===== config.mk =====
export PLATFORM = sky130hd
export DESIGN_NAME = ttw_cell
export DESIGN_NICKNAME = d
export VERILOG_FILES = /design/src/rtl/core/ttw_pkg.sv /design/src/rtl/core/ttw_cell.sv
export SDC_FILE = /design/constraint.sdc
export NUM_CORES = 1
export LEC_CHECK = 0
export BUFFER_PORTS_ARGS = -buffer_cell sky130_fd_sc_hd__buf_2
export CAP_MARGIN = 30
export CORE_MARGIN = 5
export CORE_UTILIZATION = 32
export DETAILED_ROUTE_END_ITERATION = 10
export GPL_TIMING_DRIVEN = 0
export HOLD_SLACK_MARGIN = 0.08
export SLEW_MARGIN = 20
export SYNTH_ARGS = -nofsm -noshare
export SYNTH_HDL_FRONTEND = slang
export SYNTH_SLANG_ARGS = --single-unit

===== constraint.sdc =====
create_clock -name clk_i -period 2.13 [get_ports clk_i]
set_clock_uncertainty 0.1 [all_clocks]
set_input_delay 0.1065 -clock clk_i [delete_from_list [all_inputs] [get_ports clk_i]]
set_output_delay 0.1065 -clock clk_i [all_outputs]
set_load 0.03 [all_outputs]

===== src/rtl/core/ttw_pkg.sv =====
`timescale 1ns / 1ps
// shared types and constants for the toroidal tile window recenter unit
// no dependencies

package ttw_pkg;

  localparam int unsigned WINDOW_SIDE_DEF = 5;
  localparam int unsigned COORD_W         = 16;
  localparam int unsigned CENTER_W        = 32;
  localparam int unsigned SLOT_IDX_W      = 6;
  localparam int unsigned CFG_IDX_W       = 2;

  // configuration register indexes
  localparam logic [CFG_IDX_W-1:0] REG_WORLD_WIDTH  = 2'd0;
  localparam logic [CFG_IDX_W-1:0] REG_WORLD_HEIGHT = 2'd1;

  // operation codes
  localparam logic OP_LOAD = 1'b0;
  localparam logic OP_MOVE = 1'b1;

  typedef struct packed {
    logic [COORD_W-1:0]  coord_x;
    logic [COORD_W-1:0]  coord_y;
    logic [CENTER_W-1:0] off_x;
    logic [CENTER_W-1:0] off_y;
  } slot_t;

  typedef struct packed {
    logic [COORD_W-1:0] lo_x;
    logic [COORD_W-1:0] hi_x;
    logic [COORD_W-1:0] lo_y;
    logic [COORD_W-1:0] hi_y;
  } bounds_t;

  typedef enum logic [2:0] {
    ST_IDLE,
    ST_BND_LO,
    ST_BND_HI,
    ST_SLOT,
    ST_WAIT,
    ST_PUSH,
    ST_FLUSH
  } state_e;

endpackage


===== src/rtl/core/ttw_cell.sv =====
`timescale 1ns / 1ps
// one window slot cell of the rotating ring, with its inside-bounds test
// depends on ttw_pkg

module ttw_cell (
  input  logic             clk_i,
  input  logic             rst_ni,
  input  logic             shift_i,
  input  ttw_pkg::slot_t   slot_i,
  input  ttw_pkg::bounds_t bounds_i,
  output ttw_pkg::slot_t   slot_o,
  output logic             inside_o
);

  ttw_pkg::slot_t slot_q;
  logic in_x, in_y;

  // take the neighbour's slot on a shift
  always_ff @(posedge clk_i or negedge rst_ni) begin
    if (!rst_ni) begin
      slot_q <= '0;
    end else if (shift_i) begin
      slot_q <= slot_i;
    end
  end

  // bounds may straddle the wrap point
  always_comb begin
    if (bounds_i.lo_x < bounds_i.hi_x) begin
      in_x = (slot_q.coord_x >= bounds_i.lo_x) && (slot_q.coord_x <= bounds_i.hi_x);
    end else begin
      in_x = (slot_q.coord_x >= bounds_i.lo_x) || (slot_q.coord_x <= bounds_i.hi_x);
    end
    if (bounds_i.lo_y < bounds_i.hi_y) begin
      in_y = (slot_q.coord_y >= bounds_i.lo_y) && (slot_q.coord_y <= bounds_i.hi_y);
    end else begin
      in_y = (slot_q.coord_y >= bounds_i.lo_y) || (slot_q.coord_y <= bounds_i.hi_y);
    end
  end

  assign slot_o   = slot_q;
  assign inside_o = in_x && in_y;

endmodule


# ---- After elaboration in Yosys (flattened, before gate mapping)
# Cells that the tools add are included.
dict set report totals {
  wordCells 17
  register_bits 96
}
dict set report op_classes {
  mux 2
  magnitude_cmp 6
  reduce_logical 5
}
# op n
set ops {}
lappend ops {{$ge A16 B16 Y1} 2}
lappend ops {{$le A16 B16 Y1} 2}
lappend ops {{$lt A16 B16 Y1} 2}
lappend ops {{$logic_and A1 B1 Y1} 3}
lappend ops {{$logic_or A1 B1 Y1} 2}
lappend ops {{$mux W1} 2}

# ---- Longest topological paths before layout
dict set report depth {
  depth_word 4
  ltp_mapped 9
}

# ---- Worst setup path after synthesis
# No wires, ideal clock.
dict set report synth_path {
  kind {reg2out}
  start {register slot_q, in the netlist slot_o[90]}
  end {output port inside_o}
  required_time_ps 1924
  path_buffers 0
  arrival_ps 2197
  stages_incl_launch_ff 8
  path_slack_ps -273
  path_cell_list {dfrtp_1 > ha_1 > nand4_1 > or4_4 > o221ai_2 > o21ai_1 > maj3_2 > o211a_1}
}
dict set report synth_between {
  elab_chain_cells 4
  elab_cells_between_ends 6
}
# item line_no
set synth_rtl {}
lappend synth_rtl {{start, declared} ttw_cell.sv:15} ;# ttw_pkg::slot_t slot_q;
lappend synth_rtl {{start signal, assigned} ttw_cell.sv:23} ;# slot_q <= slot_i;
lappend synth_rtl {{$ge A16 B16 Y1 or $le A16 B16 Y1 (tied branches)} {ttw_cell.sv:30, ttw_cell.sv:32}}
lappend synth_rtl {{$logic_or A1 B1 Y1 or $logic_and A1 B1 Y1 (tied branches)} {ttw_cell.sv:32, ttw_cell.sv:30}}
lappend synth_rtl {{$mux W1 (*)} ttw_cell.sv:29} ;# if (bounds_i.lo_x < bounds_i.hi_x) begin
lappend synth_rtl {{$logic_and A1 B1 Y1 (*)} ttw_cell.sv:42} ;# assign inside_o = in_x && in_y;
lappend synth_rtl {{end, declared} ttw_cell.sv:12} ;# output logic inside_o
# Mark *: on every way between the ends. The rest lies on a longest branch, timed or not.

# ---- Worst setup path in the final report
# Same ends and word-level chain as after synthesis.

==> impl_metrics.yaml <==
floorplanning:
  coreArea_sq_um: 17800
  die-area_sq_um: 20800
  die-height_um: 144
  start_util_pct: 32.3
  io_pins: 260
  die_w_um: 144
  num_rows: 49
clocking:
  cts_tree: "built"
  clock_latency_ps: 350
  numCtsBuffers: 9
  clk_path_buf_depth: 2
  htreeDepth: 3
  clkTransAtPathRegs_ps: 80
  clk_root_buffer_cell: "clkbuf_16"
  clock_sinks: 96
layout:
  area_growth_pct: 53.5
  drive_above_1_share_pct: 46.6
  n_antenna_cell: 0
  nets: 1132
  final_cells: 1109
  final_core_util_pct: 49.7
  largest_reg_flops: 96
  final_cell_area_sq_um: 8860
route:
  drt-met1-wl_um: 7560
  final_antenna_net_count: 0
  vias: 5126
  dr_wl_met2_um: 8320
  wl_per_cell_um: 15.7
  drt_wl_total_um: 17400
  drt-initial-drc-count: 88
  drc: 0
  viasPerCell: 4.62
  topRoutingLayerUsed: "met4"
  route.met3.wl_um: 1260
  dr.pass1.iters: 4
yosys:
  synth_common_cells: "dfrtp_1 (96), ha_1 (94), mux2_2 (94), inv_1 (63), a21oi_1 (32)"
  synth_compound_area_share_pct: 8.93
  synthesis.area_sq_um: 5770
  ys_warn_count: 0
  synth_seq_cells: 96
  synth_top_family_by_area: "adder cells"
  synth_nets: 756
  synth-adder-area-share_pct: 20.6
  synthMuxAreaShare_pct: 18.3
  synth_seq_area_share_pct: 41.6
  synth_cell_types: 39
  synthDominantCellAreaShare_pct: 41.6
  yosysMostFrequentCell: "dfrtp_1"
  synth_top_area_cell: "dfrtp_1"
  synth-simple-area-share_pct: 5.68
  syn_avg_cell_area_sq_um: 11.6
  synth_area_leaders: "dfrtp_1 (42%), ha_1 (20%), mux2_2 (18%)"
  synth_edf_count: 0
  synthArstFlopShare_pct: 100
  synth_flop_cell: "dfrtp_1"
  synth_xor_area_share_pct: 0
  syn_inst: 499
setup_path:
  cp-start-kind: "flop"
  cp_slowest_cell: "or4_4"
  r2r_setup_slack_ps: 1060
  crit_type: "flop to output pin"
  crit_fanout: 2
  r2r_start: "slot_o[95]"
  required_ps: 1920
  crit_path_max_incr_delay_ps: 490
  crit_start: "slot_o[90]"
  end_kind: "output pin"
  worstPathArrival_ps: 2540
  r2r_cells: 2
  crit_chain: "ha_4 -> nand4_1 -> or4_4 -> o221ai_2 -> o21ai_1 -> maj3_2 -> o211a_4 -> buf_6"
worst_hold_path:
  min_path_type: "input pin to asynchronous set/reset pin"
job:
  drv_cap: 0
placement:
  place_hpwl_um: 13100
  place_congestion: 0.822
  place_inst: 987
  place_area_sq_um: 7470
  dp_slack_ps: -374
  port_buffers: 258
power_and_ir_drop:
  p_total_mw: 5.57
  power.leakage_nw: 4.51
  p_per_area_nw_per_um2: 628
  irDropWorstVdd_v: 0.000380
sta:
  slew_headroom_pct: 48.3
  tightest_slew_ps: 775
  setup_violations: 1
  rsz0062_at_grt: "true"
  fin_crit_sh_pct: 129
  finalHoldViolations: 0
  fin_hold_ws_ps: 105
  period_needed_ps: 2750
  finalMaxSlewViolations: 0
  fin_ws_ps: -617
  setup_tns_ps: -617
  fmax_ghz: 0.364
global_route:
  grt_usage_pct: 16.9
  grt_pass1_vias: 5584
  grt_pass1_wl_um: 27700
  antenna_found_initial: 0
  grt_overflow_total: 0
  grt_max_degree: 64
outcome:
  violations: "setup timing"
  outcome: "finished with violations"
-- cell usage in the layout, fill, tap and decap left out, types with 2 or more instances in the layout --
master and count:
buf_2 257, dlygate4sd3_1 97, mux2_2 94, ha_1 85, dfrtp_1 84, inv_1 63
a21oi_1 32, nand2_1 22, dfrtp_2 12, o21ai_0 11, a21o_1 10, nand4_1 10
ha_4 9, clkbuf_16 9, buf_4 9, clkbuf_1 8, nor2_1 6, nand3_1 6
nand2b_1 5, clkinv_4 4, o31ai_1 3, a211oi_1 3, o21a_1 3, nor2b_1 3
o211ai_1 3, and4_1 3, a221oi_1 3, a31oi_1 2, buf_1 2, buf_6 2
-- cell type report --
class | instances | area [sq um]
multi-input cells | 329 | 3210
repair buffers | 365 | 2370
clock buffers | 9 | 225
fillers | 1634 | 8980
well taps | 229 | 287
clock inverters | 7 | 67.6
inverters | 63 | 236
plain buffers | 11 | 42.5
flip-flops and latches | 96 | 2420
-- worst max-delay path: cells and delay by family (launching register included) --
family,cells,cell delay [ps]
buf+inv,1,130
compound gates,3,410
flops,1,440
fa+ha+maj,2,620
simple gates,2,580
-- timing repair --
| item | CTS | global route |
|---|---|---|
| hold buffers | 97 | 0 |
| pin swaps | 2 | 1 |
| setup buffers | 8 | 1 |
| hold endpoints to repair | 192 | 0 |
| gates resized for setup | 5 | 2 |
| setup endpoints to repair | 1 | 1 |
-- cells by family (layout without fill, tap and decap cells) --
family	after synthesis	count (layout)
mux	94	94
compound gates	80	80
fa+ha+maj	95	95
simple gates	60	60
buf+inv	74	455
flops	96	96
-- report_power, final --
part / internal (mW) / switching, mW
clock: 0.818 / 0.805
combinational: 0.812 / 0.984
sequential: 2.01 / 0.138
total: 3.64 / 1.93
-- path summary, 6_finish.rpt --
check | endpoint
min in group clk_i | slot_o[36]
worst min-delay path | slot_o[20]
worst max register to register | slot_o[95]
max in group asynchronous | slot_o[93]
worst max-delay path | inside_o
worst min register to register | slot_o[36]
-- layer usage --
layer / up-vias / track usage (%)
li1: 2549 / -
met1: 2405 / 21.4
met2: 157 / 28.4
met3: 15 / 4.37
met4: 0 / 5.30
met5: - / 0
Power figures use the tool's default switching activity.
