--- src/rtl/core/ttw_pkg.sv ---
`timescale 1ns / 1ps
// shared types and constants for the toroidal tile window recenter unit
// no dependencies

package ttw_pkg;

  localparam int unsigned WINDOW_SIDE_DEF = 5;
  localparam int unsigned COORD_W         = 16;
  localparam int unsigned CENTER_W        = 32;
  localparam int unsigned SLOT_IDX_W      = 6;
  localparam int unsigned CFG_IDX_W       = 2;

  // configuration register indexes
  localparam logic [CFG_IDX_W-1:0] REG_WORLD_WIDTH  = 2'd0;
  localparam logic [CFG_IDX_W-1:0] REG_WORLD_HEIGHT = 2'd1;

  // operation codes
  localparam logic OP_LOAD = 1'b0;
  localparam logic OP_MOVE = 1'b1;

  typedef struct packed {
    logic [COORD_W-1:0]  coord_x;
    logic [COORD_W-1:0]  coord_y;
    logic [CENTER_W-1:0] off_x;
    logic [CENTER_W-1:0] off_y;
  } slot_t;

  typedef struct packed {
    logic [COORD_W-1:0] lo_x;
    logic [COORD_W-1:0] hi_x;
    logic [COORD_W-1:0] lo_y;
    logic [COORD_W-1:0] hi_y;
  } bounds_t;

  typedef enum logic [2:0] {
    ST_IDLE,
    ST_BND_LO,
    ST_BND_HI,
    ST_SLOT,
    ST_WAIT,
    ST_PUSH,
    ST_FLUSH
  } state_e;

endpackage

--- src/rtl/core/ttw_wrap_div.sv ---
`timescale 1ns / 1ps
// serial wrap unit: signed 32 bit value modulo a 16 bit world size, one bit a cycle
// depends on ttw_pkg

module ttw_wrap_div (
  input  logic                          clk_i,
  input  logic                          rst_ni,
  input  logic                          start_i,
  input  logic [ttw_pkg::CENTER_W-1:0]  value_i,
  input  logic [ttw_pkg::COORD_W-1:0]   modulus_i,
  output logic                          done_o,
  output logic [ttw_pkg::COORD_W-1:0]   result_o
);

  localparam int unsigned CW = ttw_pkg::COORD_W;
  localparam int unsigned VW = ttw_pkg::CENTER_W;
  localparam int unsigned NW = $clog2(VW + 1);

  logic          busy_q, done_q, neg_q;
  logic [NW-1:0] cnt_q;
  logic [VW-1:0] dvd_q;
  logic [CW-1:0] rem_q, mod_q;
  logic [CW:0]   trial;

  // shift in the next dividend bit
  assign trial = {rem_q, dvd_q[VW-1]};

  always_ff @(posedge clk_i or negedge rst_ni) begin
    if (!rst_ni) begin
      busy_q <= 1'b0;
      done_q <= 1'b0;
      cnt_q  <= '0;
    end else begin
      done_q <= 1'b0;
      if (start_i) begin
        busy_q <= 1'b1;
        cnt_q  <= NW'(VW);
      end else if (busy_q) begin
        cnt_q <= cnt_q - 1'b1;
        if (cnt_q == NW'(1)) begin
          busy_q <= 1'b0;
          done_q <= 1'b1;
        end
      end
    end
  end

  // datapath, no reset needed
  always_ff @(posedge clk_i) begin
    if (start_i) begin
      mod_q <= (modulus_i == '0) ? CW'(1) : modulus_i;
      neg_q <= value_i[VW-1];
      dvd_q <= value_i[VW-1] ? (~value_i + 1'b1) : value_i;
      rem_q <= '0;
    end else if (busy_q) begin
      dvd_q <= {dvd_q[VW-2:0], 1'b0};
      if (trial >= {1'b0, mod_q}) begin
        rem_q <= CW'(trial - {1'b0, mod_q});
      end else begin
        rem_q <= trial[CW-1:0];
      end
    end
  end

  // negative values fold back into 0 .. size-1
  assign result_o = (neg_q && rem_q != '0) ? (mod_q - rem_q) : rem_q;
  assign done_o   = done_q;

endmodule

--- config.mk ---
export PLATFORM = sky130hd
export DESIGN_NAME = ttw_wrap_div
export DESIGN_NICKNAME = d
export VERILOG_FILES = /design/src/rtl/core/ttw_pkg.sv /design/src/rtl/core/ttw_wrap_div.sv
export SDC_FILE = /design/constraint.sdc
export NUM_CORES = 1
export LEC_CHECK = 0
export BUFFER_PORTS_ARGS = -buffer_cell sky130_fd_sc_hd__buf_2
export CORE_MARGIN = 4
export CORE_UTILIZATION = 45
export CTS_CLUSTER_DIAMETER = 50
export DETAILED_ROUTE_END_ITERATION = 8
export GPL_TIMING_DRIVEN = 0
export PLACE_DENSITY = 0.75
export RECOVER_POWER = 100
export SLEW_MARGIN = 20
export SYNTH_ARGS = -nofsm -noshare
export SYNTH_HDL_FRONTEND = slang
export SYNTH_SLANG_ARGS = --single-unit
--- constraint.sdc ---
create_clock -name clk_i -period 4 [get_ports clk_i]
set_input_delay 0.2 -clock clk_i [delete_from_list [all_inputs] [get_ports clk_i]]
set_output_delay 0.2 -clock clk_i [all_outputs]
set_load 0.005 [all_outputs]
Yosys cells after proc, flatten, opt, wreduce, memory -nomap -nowiden
Cells that the tools add are included.
- register bits after elaboration: 73
- input port bits: 51
- output and inout port bits: 17
- word-level logic and storage cells: 31
- $add $sub $neg: 4
- order comparisons: 1
- equal/unequal tests: 1
- mux-type cells: 13
- bitwise operators: 1
- reduce and logical (&&, ||, !) cells: 4
- operators with widths (cell ; count):
    two-way mux 32 bit ; 3
    adder 32 x 1 -> 32 bit, second input constant ; 1
    two-way mux 16 bit ; 2
    NOT 32 bit ; 1
    subtractor 16 bit ; 2
    greater-or-equal comparator 17 x 16 -> 1 bit ; 1
    logical NOT 16 bit ; 1
    nonzero test 16 bit ; 1
    two-way mux 6 bit ; 2
    == test 6 x 1 -> 1 bit, second input constant ; 1
    two-way mux 1 bit ; 6
    subtractor 6 x 1 -> 6 bit, second input constant ; 1
    nonzero test 2 bit ; 1
    logical AND 1 bit ; 1

Depth between registers and ports, before layout
- word-level depth: 4
- gate-level depth with buffers: 11
- mapped depth without buffers: 11

Worst setup path after synthesis
Ideal clock, no wire load.
- path type: reg-to-output
- from: register rem_q[0]
- to: output port result_o[14] (netlist bit)
- arrival: 2438 ps
- required time: 3800 ps
- path slack: 1362 ps
- stages on the path, launching flop included: 11
- path buffers: 0
- path through: dfxtp_1 -> ha_1 -> inv_1 -> fa_1 -> a21o_1 -> a21o_1 -> a211oi_1 -> o2bb2ai_1 -> o41ai_1 -> mux2i_1 -> o211ai_1
- longest elaborated chain between the ends: 3
- elaborated cells on any way between the ends: 4
- those cells by class: add/sub: 1; mux: 1; reduce/logical: 2
- RTL lines (item ; line ; source):
    from (decl) ; ttw_wrap_div.sv:22 ; logic [CW-1:0] rem_q, mod_q;
    from (signal assigned) ; ttw_wrap_div.sv:58 ; rem_q <= CW'(trial - {1'b0, mod_q});
    from (signal assigned) ; ttw_wrap_div.sv:60 ; rem_q <= trial[CW-1:0];
    parallel branches: the longest is 2 deep, another holds subtractor 16 bit ; n/a ;
    two-way mux 16 bit (*) ; ttw_wrap_div.sv:66 ; assign result_o = (neg_q && rem_q != '0) ? (mod_q - rem_q) : rem_q;
    to (decl) ; ttw_wrap_div.sv:12 ; output logic [ttw_pkg::COORD_W-1:0] result_o
Mark *: on every way between the ends.

Worst setup path after layout
Same ends and word-level chain as after synthesis.

==> summary.md <==
| Metric | Value |
|---|---|
| CP arrival | `3380 ps` |
| Sink Count | `73` |
| Final Cell Area | `6111 sq um` |
| Yosys top cell area share | `27.41%` |
| Worst skew pair latency | `340 ps` |
| Worst path required time | `3800 ps` |
| RR Endpoint | `rem_q[5]` |
| Final Setup Violations | `0` |
| Synth Net Count | `700` |
| GRT overflow | `0` |
| Crit path top cell by count | `a21o_1` |
| Hold Vio Cnt, Final | `0` |
| Antenna viol nets, final | `0` |
| FF/Latch Area | `1992 sq um` |
| Leak | `~0.0024 uW` |
| CP Launch Type | `register` |
| Synthesized cell area | `5368 sq um` |
| H-tree levels | `3` |
| Vias in the first global route | `4698` |
| Worst Reg2Reg Path Length in Cells | `10` |
| Initial antenna violation count | `0` |
| Dominant cell type by area after synthesis | `edfxtp_1` |
| Cell variety after synth | `62` |
| Clock root buffer master | `clkbuf_16` |
| CP Capture Type | `output port` |
| MaxCap Viol Count | `0` |
| Routability cong. | `approximately 0.91` |
| Routed len/inst | `16.54 microns` |
| Placed inst area | `between 5000 and 6000 sq um` |
| DIE AREA | `13740 sq um` |
| Overall power | `2526 uW` |
| Routed via count | `4905` |
| # DRC | `0` |
| Slew @ Worst Pin | `1354 ps` |
| Total global-route track usage | `a little over a fifth` |
| R2R Setup Slk | `680 ps` |
| Crit-path cells | `ha_1, inv_1, fa_1, a21o_1, a21o_1, a211oi_1, o2bb2ai_1, o41ai_1, mux2i_1, o211ai_1, clkbuf_1` |
| Area contributors post-synth | `edfxtp_1 (27%), ha_1 (7.9%), xor2_1 (6.4%)` |
| Max_slew headroom | `9.641%` |
| Outcome | `finished, final reports clean` |
| CP Class | `reg -> out` |
| R2r startpoint | `mod_q[1]` |
| Drt initial violations | `between 300 and 400` |
| Setup_tns | `0 ps` |
| Crit path max fanout | `7` |
| Yosys warnings | `0` |
| Final period utilization | `89.44%` |
| # port buffers | `67` |
| Area of the multi-input gates | `~3000 sq um` |
| Worst Hold End | `mod_q[0]` |
| Filler instances | `1081` |
| Starting Density | `46.41%` |
| Fmax | `around 280 MHz` |
| Hold Crit Class | `in -> reg` |
| Register bit total from synthesis | `73` |
| Core area | `11560 sq um` |
| Slowest CP cell | `dfxtp_1` |
| N_diodes | `0` |
| Die Span X | `approximately 120 microns` |
| Cell count after synthesis | `613` |
| Hold Startpoint | `modulus_i[0]` |
| Chip height | `117.2 microns` |
| DR vias/cell | `approximately 5.8` |
| Share of cells above drive strength 1 | `a little under a tenth` |
| Post-synth ARST share | `10.96%` |
| Hold path cells | `2` |
| Largest net degree at the start of global routing | `35` |
| Drt total wl | `~14000 microns` |
| First-pass GRT wire length | `approximately 22000 microns` |
| Pwr per Cell Area | `413.3 nW/um^2` |
| Unrepaired setup endpoints after global routing | `false` |
| Synth Flop Type | `edfxtp_1` |
| Rows | `39` |
| Worst Skew | `7.716 ps` |
| Top-count cell post-synth | `nor2_1` |
| Num CTS Buffers | `9` |
| IR drop worst, VDD | `188.5 uV` |
| Deepest clock path buffer count | `2` |
| Final core utilization | `between 50% and 60%` |
| Sequential cell area fraction in the yosys report | `between 30 and 40%` |
| Synth-to-layout area growth | `13.85%` |
| Final Slew Violations | `0` |
| Tmin final | `approximately 3600 ps` |
| Avg Cell Area, Syn | `8.756 sq um` |
| Number of flops mapped to enable cells by yosys | `49` |
| CP peak stage delay | `roughly 530 ps` |
| Drt pass-1 iters | `5` |
| Dpl hpwl | `10460 microns` |
| CTS tree | `built` |
| Clock-pin slew on the worst setup and hold paths | `60 ps` |
| Final net count | `779` |
| Num ports | `68` |
| Synth cell count leaders | `nor2_1 (71), a21oi_1 (59), edfxtp_1 (49), inv_1 (49)` |
-- power breakdown --
part	switching [uW]	leakage [uW]	internal (uW)	total, uW
combinational	450	0.00155	299	749
clock	344	0.000140	445	789
sequential	72.4	0.000721	915	988
-- metrics by stage --
stage	std cells	hold WS (ps)	setup WS [ps]
finish	840	117.6	422.5
global route	840	133.4	232.2
CTS	840	107.1	415.6
detailed placement	823	50.72	812.8
global placement	823	44.77	841.5
floorplan	613	-95.59	1362
-- critical path, delay by kind of cell (launching register included) --
kind	cells	cell delay (ps)
fa+ha+maj	2	640
flops	1	530
mux	1	230
buf+inv	2	170
compound gates	6	1460
-- cell type report --
| class | instances | share of cell area (%) |
|---|---|---|
| multi-input combinational | 454 | 49.39 |
| inverter | 49 | 3.010 |
| clock inverter | 6 | 0.7781 |
| sequential | 73 | 32.60 |
| clock buffer | 10 | 3.911 |
| tap | 143 | 2.928 |
| timing repair buffer | 68 | 5.098 |
| buffer | 37 | 2.293 |
-- state kept, by name, summed over array words and instances (netlist names) --
signal and count:
busy_q 1, cnt_q 6, done_o 1, dvd_q 32
mod_q 16, neg_q 1, rem_q 16
-- cell families after synthesis --
| logic type | count (synthesis) | share of synthesized area [%] |
|---|---|---|
| AOI/OAI and AO/OA | 163 | 19.60 |
| xor gates and xnor gates | 50 | 8.159 |
| adders and majority gates | 36 | 8.671 |
| buffers and inverters | 86 | 6.061 |
| DFF | 73 | 37.11 |
| muxes | 14 | 2.657 |
| and+or+nand+nor | 191 | 17.74 |
-- cell usage in the layout, fill, tap and decap left out, types with 8 or more instances in the layout --
cell / netlist / layout
clkbuf_16: 0 / 9
dfrtp_1: 8 / 8
nor3_1: 15 / 15
nor4_1: 10 / 11
ha_1: 34 / 34
buf_2: 2 / 41
xnor2_1: 11 / 11
nor2_1: 71 / 71
o41ai_1: 9 / 9
xor2_1: 39 / 39
dfxtp_1: 16 / 16
nand2_1: 39 / 39
o21a_1: 8 / 8
a21oi_1: 59 / 59
clkbuf_1: 33 / 63
o21ai_0: 28 / 29
a211oi_1: 14 / 14
inv_1: 49 / 49
edfxtp_1: 49 / 49
mux2i_1: 12 / 12
o31ai_1: 12 / 13
-- routing by layer --
| metal | share of wire, % | track usage, % | routed length, microns |
|---|---|---|---|
| met4 | 2.1 | 8.639 | 295 |
| met1 | 47 | 28.49 | 6461 |
| met5 | 0 | 0 | 0 |
| met2 | 47 | 33.48 | 6553 |
| met3 | 4.2 | 2.468 | 580 |
-- worst max-delay path by stage --
stage	slack [ps]	to	start
after detailed placement	810	result_o[14]	rem_q[0]
after CTS	420	result_o[14]	rem_q[0]
after global routing	230	result_o[14]	rem_q[0]
final	420	result_o[14]	rem_q[0]
after floorplan	1360	result_o[14]	rem_q[0]
after global placement	840	result_o[14]	rem_q[0]
-- repair_timing --
item,CTS,global route
setup buffers,0,0
hold buffers,1,0
resized for setup,0,0
hold endpoints to repair,8,0
Power figures use the tool's default switching activity.
